## src/design/cbeq_pkg.sv

```systemverilog
package cbeq_pkg;

  // defaults for the top-level parameters
  localparam int PEAK_BANDS_DEF  = 4;
  localparam int CHANNELS_DEF    = 2;
  localparam int SAMPLE_BITS_DEF = 24;

  // fixed field widths
  localparam int IO_BITS   = 24;
  localparam int COEF_BITS = 24;
  localparam int IDX_BITS  = 5;
  localparam int MASK_BITS = 4;
  localparam int CFG_IDX_BITS  = 2;
  localparam int CFG_DATA_BITS = 4;

  // Q3.20 coefficients, five taps per stage
  localparam int FRAC_BITS = 20;
  localparam int TAPS      = 5;
  localparam int TAP_BITS  = 3;

  localparam logic [TAP_BITS-1:0] TAP_B0 = 3'd0;
  localparam logic [TAP_BITS-1:0] TAP_B1 = 3'd1;
  localparam logic [TAP_BITS-1:0] TAP_B2 = 3'd2;
  localparam logic [TAP_BITS-1:0] TAP_A1 = 3'd3;
  localparam logic [TAP_BITS-1:0] TAP_A2 = 3'd4;

  localparam logic [CFG_IDX_BITS-1:0] CFG_HIGHPASS  = 2'd0;
  localparam logic [CFG_IDX_BITS-1:0] CFG_LOWPASS   = 2'd1;
  localparam logic [CFG_IDX_BITS-1:0] CFG_BAND_MASK = 2'd2;

  localparam logic ACT_FILTER = 1'b0;
  localparam logic ACT_COEF   = 1'b1;

  typedef struct packed {
    logic                        action;
    logic                        channel;
    logic signed [IO_BITS-1:0]   sample_in;
    logic [IDX_BITS-1:0]         coef_index;
    logic signed [COEF_BITS-1:0] coef_value;
  } in_item_t;

  typedef struct packed {
    logic                      channel_out;
    logic signed [IO_BITS-1:0] sample_out;
  } out_item_t;

  typedef enum logic [2:0] {
    ST_IDLE,
    ST_SCAN,
    ST_MAC,
    ST_LAST,
    ST_WB
  } state_t;

endpackage

```

## src/design/cascaded_biquad_equalizer_core.sv

```systemverilog
// Stereo parametric equalizer: high-pass, PEAK_BANDS peaking bands and low-pass, each a
// direct form I biquad with Q3.20 coefficients, rounded half up and saturated per stage.
// Send coefficient writes (action=1, index = stage*5 + tap, taps b0 b1 b2 a1 a2) before
// enabling stages; a coefficient write returns nothing. A sample occupies the core while
// it runs the enabled stages in turn and steps past the bypassed ones; in_ready is low
// meanwhile. The single 24 x SAMPLE_BITS multiplier runs the five taps of each enabled
// stage one per cycle, after the history read and before the final add and write-back.
// The result sits in an output register, so the next item is taken while it waits.
// Samples on channels at CHANNELS or above are dropped.
module cascaded_biquad_equalizer_core import cbeq_pkg::*; #(
  parameter int PEAK_BANDS  = PEAK_BANDS_DEF,
  parameter int CHANNELS    = CHANNELS_DEF,
  parameter int SAMPLE_BITS = SAMPLE_BITS_DEF
) (
  input  logic                     clk,
  input  logic                     rst,
  input  logic                     in_valid,
  output logic                     in_ready,
  input  in_item_t                 in_data,
  output logic                     out_valid,
  input  logic                     out_ready,
  output out_item_t                out_data,
  input  logic                     cfg_wr_en,
  input  logic [CFG_IDX_BITS-1:0]  cfg_index,
  input  logic [CFG_DATA_BITS-1:0] cfg_data
);

  localparam int STAGES     = PEAK_BANDS + 2;
  localparam int COEF_COUNT = STAGES * TAPS;
  localparam int HROWS      = CHANNELS * STAGES;
  localparam int CA_W       = $clog2(COEF_COUNT);
  localparam int CB_W       = $clog2(COEF_COUNT + 1);
  localparam int HI_W       = $clog2(HROWS);
  localparam int HR_W       = $clog2(HROWS + 1);
  localparam int SI_W       = $clog2(STAGES);
  localparam int ST_W       = $clog2(STAGES + 1);
  localparam int SB         = SAMPLE_BITS;
  localparam int XW         = (SAMPLE_BITS > IO_BITS) ? SAMPLE_BITS : IO_BITS;
  localparam int PW         = COEF_BITS + SAMPLE_BITS;
  localparam int ACC_W      = PW + 3;

  localparam logic signed [XW-1:0]    SMAX_X = XW'((64'sd1 <<< (SAMPLE_BITS - 1)) - 64'sd1);
  localparam logic signed [XW-1:0]    SMIN_X = -SMAX_X - XW'(1);
  localparam logic signed [ACC_W-1:0] SMAX_A =
    ACC_W'((64'sd1 <<< (SAMPLE_BITS - 1)) - 64'sd1);
  localparam logic signed [ACC_W-1:0] SMIN_A = -SMAX_A - ACC_W'(1);
  localparam logic signed [ACC_W-1:0] RND_HALF = ACC_W'(64'sd1 <<< (FRAC_BITS - 1));

  typedef struct packed {
    logic signed [SB-1:0] x1;
    logic signed [SB-1:0] x2;
    logic signed [SB-1:0] y1;
    logic signed [SB-1:0] y2;
  } hrow_t;

  typedef struct packed {
    logic start;
    logic coef_we;
    logic coef_re;
    logic hist_re;
    logic hist_we;
    logic step;
    logic mac;
    logic load_out;
  } ctrl_t;

  state_t state, state_next;
  ctrl_t  ctl;

  // configuration
  logic                 hp_en;
  logic                 lp_en;
  logic [MASK_BITS-1:0] band_mask;
  logic [STAGES-1:0]    en_vec;

  // sequencer registers
  logic [ST_W-1:0]     st;
  logic [CB_W-1:0]     cbase;
  logic [HR_W-1:0]     hrow;
  logic [TAP_BITS-1:0] tap;
  logic                ch;
  logic signed [SB-1:0] xcur;

  // stores
  logic signed [COEF_BITS-1:0] coef_mem [COEF_COUNT];
  logic signed [COEF_BITS-1:0] coef_rd;
  logic [CB_W-1:0]             coef_raddr;
  hrow_t                       hist_mem [HROWS];
  logic [HROWS-1:0]            hist_vld;
  hrow_t                       hist_rd;
  logic                        hist_ok;
  hrow_t                       hist_eff;

  // datapath
  logic signed [SB-1:0]    op;
  logic signed [PW-1:0]    prod;
  logic                    prod_sub;
  logic                    prod_vld;
  logic signed [ACC_W-1:0] acc;
  logic signed [ACC_W-1:0] acc_rnd;
  logic signed [ACC_W-1:0] acc_shr;
  logic signed [SB-1:0]    y;
  logic signed [XW-1:0]    x_ext;
  logic signed [SB-1:0]    x_sat;

  logic accept;
  logic is_coef;
  logic idx_ok;
  logic chan_ok;
  logic st_done;
  logic st_en;
  logic out_free;

  assign accept   = in_valid && in_ready;
  assign is_coef  = (in_data.action == ACT_COEF);
  assign idx_ok   = (32'(in_data.coef_index) < COEF_COUNT);
  assign chan_ok  = (32'(in_data.channel) < CHANNELS);
  assign st_done  = (32'(st) >= STAGES);
  assign st_en    = !st_done && en_vec[st[SI_W-1:0]];
  assign out_free = !out_valid || out_ready;

  // stage enables: high-pass first, bands, low-pass last; mask bits past the bands unused
  always_comb begin
    for (int s = 0; s < STAGES; s++) begin
      if (s == 0) begin
        en_vec[s] = hp_en;
      end else if (s == STAGES - 1) begin
        en_vec[s] = lp_en;
      end else if (s - 1 < MASK_BITS) begin
        en_vec[s] = band_mask[(s - 1) % MASK_BITS];
      end else begin
        en_vec[s] = 1'b0;
      end
    end
  end

  // input sample saturated to the internal sample width
  always_comb begin
    x_ext = XW'(in_data.sample_in);
    if (x_ext > SMAX_X) begin
      x_sat = SB'(SMAX_X);
    end else if (x_ext < SMIN_X) begin
      x_sat = SB'(SMIN_X);
    end else begin
      x_sat = SB'(x_ext);
    end
  end

  // next state
  always_comb begin
    state_next = state;
    case (state)
      ST_IDLE: begin
        if (accept && !is_coef && chan_ok) begin
          state_next = ST_SCAN;
        end
      end
      ST_SCAN: begin
        if (st_done) begin
          if (out_free) begin
            state_next = ST_IDLE;
          end
        end else if (st_en) begin
          state_next = ST_MAC;
        end
      end
      ST_MAC: begin
        if (tap == TAP_A2) begin
          state_next = ST_LAST;
        end
      end
      ST_LAST: state_next = ST_WB;
      ST_WB:   state_next = ST_SCAN;
      default: state_next = ST_IDLE;
    endcase
  end

  // control outputs
  always_comb begin
    ctl      = '0;
    in_ready = 1'b0;
    case (state)
      ST_IDLE: begin
        in_ready    = 1'b1;
        ctl.coef_we = accept && is_coef && idx_ok;
        ctl.start   = accept && !is_coef && chan_ok;
      end
      ST_SCAN: begin
        if (st_done) begin
          ctl.load_out = out_free;
        end else if (st_en) begin
          ctl.coef_re = 1'b1;
          ctl.hist_re = 1'b1;
        end else begin
          ctl.step = 1'b1;
        end
      end
      ST_MAC: begin
        ctl.mac     = 1'b1;
        ctl.coef_re = (tap != TAP_A2);
      end
      ST_WB: begin
        ctl.hist_we = 1'b1;
        ctl.step    = 1'b1;
      end
      default: ctl = '0;
    endcase
  end

  always_ff @(posedge clk) begin
    if (rst) begin
      state <= ST_IDLE;
    end else begin
      state <= state_next;
    end
  end

  always_ff @(posedge clk) begin
    if (rst) begin
      hp_en     <= 1'b0;
      lp_en     <= 1'b0;
      band_mask <= '0;
    end else if (cfg_wr_en) begin
      case (cfg_index)
        CFG_HIGHPASS:  hp_en     <= cfg_data[0];
        CFG_LOWPASS:   lp_en     <= cfg_data[0];
        CFG_BAND_MASK: band_mask <= cfg_data[MASK_BITS-1:0];
        default: ;
      endcase
    end
  end

  // coefficient store: one write port, one registered read port
  always_comb begin
    if (state == ST_MAC) begin
      coef_raddr = CB_W'(cbase + CB_W'(tap) + CB_W'(1));
    end else begin
      coef_raddr = cbase;
    end
  end

  always_ff @(posedge clk) begin
    if (ctl.coef_we) begin
      coef_mem[CA_W'(in_data.coef_index)] <= in_data.coef_value;
    end
    if (ctl.coef_re) begin
      coef_rd <= coef_mem[coef_raddr[CA_W-1:0]];
    end
  end

  // history rows {x1,x2,y1,y2} per channel and stage; a row never written reads as zero
  assign hist_eff = hist_ok ? hist_rd : '0;

  always_comb begin
    case (tap)
      TAP_B0:  op = xcur;
      TAP_B1:  op = hist_eff.x1;
      TAP_B2:  op = hist_eff.x2;
      TAP_A1:  op = hist_eff.y1;
      TAP_A2:  op = hist_eff.y2;
      default: op = '0;
    endcase
  end

  always_comb begin
    acc_rnd = acc + RND_HALF;
    acc_shr = acc_rnd >>> FRAC_BITS;
    if (acc_shr > SMAX_A) begin
      y = SB'(SMAX_A);
    end else if (acc_shr < SMIN_A) begin
      y = SB'(SMIN_A);
    end else begin
      y = SB'(acc_shr);
    end
  end

  always_ff @(posedge clk) begin
    if (ctl.hist_re) begin
      hist_rd <= hist_mem[hrow[HI_W-1:0]];
    end
    if (ctl.hist_we) begin
      hist_mem[hrow[HI_W-1:0]] <= '{x1: xcur, x2: hist_eff.x1, y1: y, y2: hist_eff.y1};
    end
  end

  always_ff @(posedge clk) begin
    if (rst) begin
      hist_vld <= '0;
    end else if (ctl.hist_we) begin
      hist_vld[hrow[HI_W-1:0]] <= 1'b1;
    end
  end

  // sequencer and multiply-accumulate
  always_ff @(posedge clk) begin
    if (ctl.start) begin
      st    <= '0;
      cbase <= '0;
      hrow  <= in_data.channel ? HR_W'(STAGES) : '0;
      ch    <= in_data.channel;
      xcur  <= x_sat;
    end
    if (ctl.hist_re) begin
      hist_ok <= hist_vld[hrow[HI_W-1:0]];
      tap     <= TAP_B0;
      acc     <= '0;
    end
    if (ctl.step) begin
      st    <= ST_W'(st + ST_W'(1));
      cbase <= CB_W'(cbase + CB_W'(TAPS));
      hrow  <= HR_W'(hrow + HR_W'(1));
    end
    if (ctl.hist_we) begin
      xcur <= y;
    end
    if (ctl.mac) begin
      prod     <= coef_rd * op;
      prod_sub <= (tap == TAP_A1) || (tap == TAP_A2);
      if (tap != TAP_A2) begin
        tap <= TAP_BITS'(tap + TAP_BITS'(1));
      end
    end
    if (prod_vld) begin
      if (prod_sub) begin
        acc <= acc - ACC_W'(prod);
      end else begin
        acc <= acc + ACC_W'(prod);
      end
    end
  end

  always_ff @(posedge clk) begin
    if (rst) begin
      prod_vld <= 1'b0;
    end else begin
      prod_vld <= ctl.mac;
    end
  end

  // output register
  always_ff @(posedge clk) begin
    if (rst) begin
      out_valid <= 1'b0;
    end else if (ctl.load_out) begin
      out_valid <= 1'b1;
    end else if (out_ready) begin
      out_valid <= 1'b0;
    end
  end

  always_ff @(posedge clk) begin
    if (ctl.load_out) begin
      out_data.channel_out <= ch;
      out_data.sample_out  <= IO_BITS'(XW'(xcur));
    end
  end

endmodule

```

## config.mk

```make
export PLATFORM = sky130hd
export DESIGN_NAME = cascaded_biquad_equalizer_core
export DESIGN_NICKNAME = d
export VERILOG_FILES = /design/src/design/cbeq_pkg.sv /design/src/design/cascaded_biquad_equalizer_core.sv
export SDC_FILE = /design/constraint.sdc
export NUM_CORES = 2
export LEC_CHECK = 0
export ABC_AREA = 1
export BUFFER_PORTS_ARGS = -buffer_cell sky130_fd_sc_hd__buf_2
export CAP_MARGIN = 15
export CORE_MARGIN = 4
export CORE_UTILIZATION = 30
export DETAILED_ROUTE_END_ITERATION = 16
export PLACE_DENSITY = 0.54
export SYNTH_ARGS = -nofsm -noshare
export SYNTH_HDL_FRONTEND = slang
export SYNTH_SLANG_ARGS = --single-unit
```

## constraint.sdc

```tcl
create_clock -name clk -period 8.7 [get_ports clk]
set_input_delay 2.61 -clock clk [delete_from_list [all_inputs] [get_ports clk]]
set_output_delay 2.61 -clock clk [all_outputs]
set_load 0.01 [all_outputs]
```

Yosys cells after proc, flatten, opt, wreduce, memory -nomap -nowiden

Memory sizes are Yosys's and may differ from the RTL's. A register that Yosys moved wholly into a read port is not among the register bits.
Cells that the tools add are included.

Shifts and indexed selects: 0
Eq/ne operators: 15
Bitwise logic cells: 1
Reductions and logical operators: 22
Add/subtract/negate cells: 9
Multipliers: 1
$lt $le $gt $ge: 9
Muxes and demuxes: 53
Div/mod/pow operators: 0

Operators by type and width:

| operator                                                                          | count |
|---|---|
| 51-bit 2-to-1 mux                                                                 | 3 |
| 24-bit 2-to-1 mux                                                                 | 6 |
| 24-bit one-hot mux with 5 select lines                                            | 1 |
| 96-bit 2-to-1 mux                                                                 | 1 |
| 51-bit by 21-bit adder with 51-bit output, second input constant                  | 1 |
| 51-bit by 48-bit adder with 51-bit output                                         | 1 |
| 51-bit by 48-bit subtractor with 51-bit output                                    | 1 |
| 24-bit by 24-bit multiplier with 48-bit output                                    | 1 |
| 3-bit 2-to-1 mux                                                                  | 11 |
| 31-bit by 24-bit greater-than comparator with 1-bit output, second input constant | 1 |
| 31-bit by 24-bit less-than comparator with 1-bit output, second input constant    | 1 |
| 24-bit greater-than comparator, second input constant                             | 1 |
| 24-bit less-than comparator, second input constant                                | 1 |
| 1-bit 2-to-1 mux                                                                  | 17 |
| 5-bit 2-to-1 mux                                                                  | 3 |
| 3-bit one-hot mux with 5 select lines                                             | 1 |
| 3-bit by 2-bit == test with 1-bit output, second input constant                   | 4 |
| 12-bit OR                                                                         | 1 |
| 3-bit inequality test, second input constant                                      | 3 |
| 4-bit 2-to-1 mux                                                                  | 2 |
| 2-bit nonzero test                                                                | 4 |
| 3-bit by 1-bit adder with 3-bit output, second input constant                     | 2 |
| 3-bit by 1-bit == test with 1-bit output, second input constant                   | 2 |
| 3-bit == test, second input constant                                              | 2 |
| other kinds (25)                                                                  | 39 |

Output and inout bits: 27
RAM bits: 1872
Bits in latches: 0
Memories: 2
Register bits after elaboration: 189
Logic and storage cells: 131
ROM bits: 0
Input bits: 66

Memory list:

| name     | depth | bits a word | read ports | clocked after Yosys merged registers in | wr ports | line                                 | RTL |
|---|---|---|---|---|---|---|---|
| hist_mem | 12    | 96          | 1          | 1                                       | 1        | cascaded_biquad_equalizer_core.sv:88 | `hrow_t hist_mem [HROWS];` |
| coef_mem | 30    | 24          | 1          | 1                                       | 1        | cascaded_biquad_equalizer_core.sv:85 | `logic signed [COEF_BITS-1:0] coef_mem [COEF_COUNT];` |

Longest topological paths before layout

Word-level depth: 9
Mapped depth: 37
Gate-level depth less buffers: 34

Worst setup path before layout

No wires, ideal clock.

Kind: reg2reg
From: reg hrow[0]
To: mem hist_mem[0][0] (netlist name), enable pin
Period minus slack after synthesis: 8860 ps
Data required time: 8030 ps
Stages on the path, launching flop included: 9
Arrival: 8190 ps
Setup time: 670 ps
Path slack: -160 ps
Buffers on the path: 4
Cells stage by stage: edfxtp_1 -> buf_2 -> buf_2 -> inv_2 -> clkbuf_1 -> clkbuf_1 -> ha_1 -> inv_1 -> nor3_1

RTL lines:

| what                     | line                                  | RTL |
|---|---|---|
| start: declaration       | cascaded_biquad_equalizer_core.sv:79  | `logic [HR_W-1:0] hrow;` |
| start signal: assignment | cascaded_biquad_equalizer_core.sv:299 | `hrow <= in_data.channel ? HR_W'(STAGES) : '0;` |
| start signal: assignment | cascaded_biquad_equalizer_core.sv:311 | `hrow <= HR_W'(hrow + HR_W'(1));` |
| end: declaration         | cascaded_biquad_equalizer_core.sv:88  |  |

No word-level cell before the write port.

Worst setup path in the final report

From: reg hist_ok
To: reg prod[28] (data pin)

Cells in the longest elaborated chain, start to end: 3

RTL lines:

| what                                           | line                                  | RTL |
|---|---|---|
| start: declaration                             | cascaded_biquad_equalizer_core.sv:91  | `logic hist_ok;` |
| start signal: assignment                       | cascaded_biquad_equalizer_core.sv:304 | `hist_ok <= hist_vld[hrow[HI_W-1:0]];` |
| 96-bit 2-to-1 mux                              | cascaded_biquad_equalizer_core.sv:252 | `assign hist_eff = hist_ok ? hist_rd : '0;` |
| 24-bit one-hot mux with 5 select lines         | cascaded_biquad_equalizer_core.sv:255 | `case (tap)` |
| 24-bit by 24-bit multiplier with 48-bit output | cascaded_biquad_equalizer_core.sv:317 | `prod <= coef_rd * op;` |
| end signal: assignment                         | cascaded_biquad_equalizer_core.sv:317 |  |
| end: declaration                               | cascaded_biquad_equalizer_core.sv:96  | `logic signed [PW-1:0] prod;` |

No other way between the ends.
A chain may end at the register's enable or synchronous reset.

==> flow_summary.yaml <==
grt:
  gr-usage-all-layers_pct: 17.0
  grt_use_met1_pct: 24.0
  grt_pass1_wl_um: 494000
  first_global_vias: 73600
  grtUsageMet3_pct: 2.62
  grt_max_degree: 201
  grtUsageMet2_pct: 27.0
  antenna_found_initial: 20
  busiest_layer: "met2"
  overflow: 0
worst_hold_path:
  min_path_type: "register to register"
synthesis:
  ys_types: 52
  synth_area_leader_cell: "edfxtp_1"
  synth.most_common_cell: "edfxtp_1"
  yosys_warnings: 0
  synthCells: 10200
  synth-seq-area-share_pct: 58.2
  synth_top_area_share_pct: 57.7
  ys.flop_type: "edfxtp_1"
  syn_area_um2: 112000
  synth_area_leaders: "edfxtp_1, fa_1, nor2_1"
  synth_enable_flop_cells: 2155
  synth-async-reset-ratio_pct: 0
  syn_avg_cell_area_um2: 11.0
  ys_seq_elements: 2181
  synth_common_cells: "edfxtp_1, nor2_1, nand2_1, inv_1, o21ai_0"
  syn-num-nets: 11100
clocking:
  cts-htree-levels: 4
  cts_buffers: 228
  clkTransAtPathRegs_ns: 0.06
  cts_tree: "yes"
  clock_path_buffers: 4
  cts_hold_buf: 0
  cts-root-buf: "clkbuf_16"
  cts.sinks: 2181
  clock_latency_ns: 0.92
drt:
  ant_nets: 0
  vias: 75700
  first_iter_violations: 7303
  drc_errors: 0
  wl_um: 335000
  viasPerCell: 4.94
  first_pass_iters: 7
  wl_per_cell_um: 21.8
sta:
  max_slew_margin_pct: 20.6
  skew_ns: 0.115
  setup_ws_ns: 0.341
  rsz0062_at_grt: "false"
  fmax_mhz: 120
  hold_violations: 0
  period_needed_ns: 8.36
  setup_violations: 0
  worst_pin_slew_ns: 1.19
  slew_violations: 0
  finalCritPeriodShare_pct: 96.1
placed_design:
  post-place-ws_ns: 0.396
  place.gp.congestion: 0.966
  io_buffers: 92
  dp_hpwl_um: 207000
critical_path:
  required_ns: 9.35
  path_class: "register to register"
  critPathLaunchType: "register"
  cpPeakStageDelay_ns: 0.56
  path_common_cell: "inv_1"
  crit_slowest_cell: "fa_1"
  path_max_fanout: 20
  end_kind: "register"
  arrival_ns: 9.01
final_layout:
  area_growth_pct: 12.1
  n_fill_cell: 37500
  nets: 11000
  multiInputGateArea_um2: 41300
  final_core_util_pct: 33.7
  ff_latch_area_um2: 65200
  drive_gt1_share_pct: 7.14
run_status:
  outcome: "finished clean"
floorplan:
  ios: 93
  coreArea_um2: 372000
  dieHeight_um: 619
  start_util_pct: 30.1
  die-area_um2: 383000
  die_w_um: 619
  rows: 224
job:
  drv_cap: 0
## sequential cells by signal, summed over array words and instances (netlist names), 5 cells and up
name and flops:
acc 51, out_data 25, hist_mem 1152, coef_rd 24, prod 48, hist_rd 96
hist_vld 12, xcur 24, cbase 5, coef_mem 720
## worst paths after layout
check,startpoint,endpoint,slack (ns),cells after the start
min reg2reg,ch,out_data[24],0.42,0
min,ch,out_data[24],0.42,0
max,hist_ok,prod[28],0.34,29
max reg2reg,hist_ok,prod[28],0.34,29
## cells in the final DEF (no fill, tap or decap), drive strengths merged, types with 2 or more instances in the layout
cell type / instances
nor3: 61
dfxtp: 26
o21ai: 1029
fa: 609
o21a: 12
or2: 21
a22oi: 2
and2: 21
xnor2: 43
clkinv: 103
ha: 201
edfxtp: 2155
and3: 3
nand2: 1463
a211oi: 7
nand3: 340
clkinvlp: 7
inv: 1024
nand4: 21
buf: 260
o22ai: 316
nor2: 1783
clkbuf: 281
diode: 16
o21bai: 32
a21o: 21
a21oi: 175
o211ai: 173
nor4: 12
nand3b: 5
xor2: 77
a31oi: 16
bufinv: 16
a21boi: 7
a221oi: 18
## per-layer routing
layer	share of wire, %	up-vias
li1	-	34600
met1	45	38000
met2	46	2578
met3	6.8	537
met4	3.0	14
met5	0.028	-
## layout make-up
class	instances	area share (%)
flip-flops and latches	2181	51.9
multi-input cells	6471	32.9
well taps	4972	4.95
clock buffers	281	4.75
inverters	1020	3.08
repair buffers	260	1.46
clock inverters	130	0.900
diodes	16	0.0319
## through the flow
stage | area (um^2) | setup TNS, ns | cells | hold WS [ns]
2_1_floorplan | 112000 | -92.31 | 10200 | 0.400
3_3_place_gp | 118000 | 0 | 14900 | 0.404
3_5_place_dp | 118000 | 0 | 14900 | 0.405
4_1_cts | 126000 | 0 | 15300 | 0.419
5_1_grt | 126000 | 0 | 15300 | 0.439
6_report | 126000 | 0 | 15300 | 0.419
## cell families (layout without fill, tap and decap cells)
family                   Yosys count  count (layout)  synth area share (%)
AO/OA/AOI/OAI                   1810            1810                  9.12
AND/OR/NAND/NOR                 3731            3731                  13.3
adder cells (fa/ha/maj)          810             810                  13.1
XOR/XNOR                         120             120                 0.938
flip-flops                      2181            2181                  58.2
other                              0              16                     0
buffers and inverters           1532            1691                  5.31
## worst max-delay path: cells and delay by family (launching register included)
family	cells	cell delay [ns]
AO/OA/AOI/OAI	3	0.62
XOR/XNOR	1	0.28
adder cells (fa/ha/maj)	8	3.86
buffers and inverters	10	1.33
flip-flops	1	0.40
AND/OR/NAND/NOR	7	1.57
## what timing repair did
item	in CTS	in global routing
endpoints found under the setup margin	0	3
resized for setup	0	10
buffers inserted	0	0
Power is left out: the tool's default activity adds up to more than one toggle a clock period on the data nets, which glitch-free logic cannot reach.
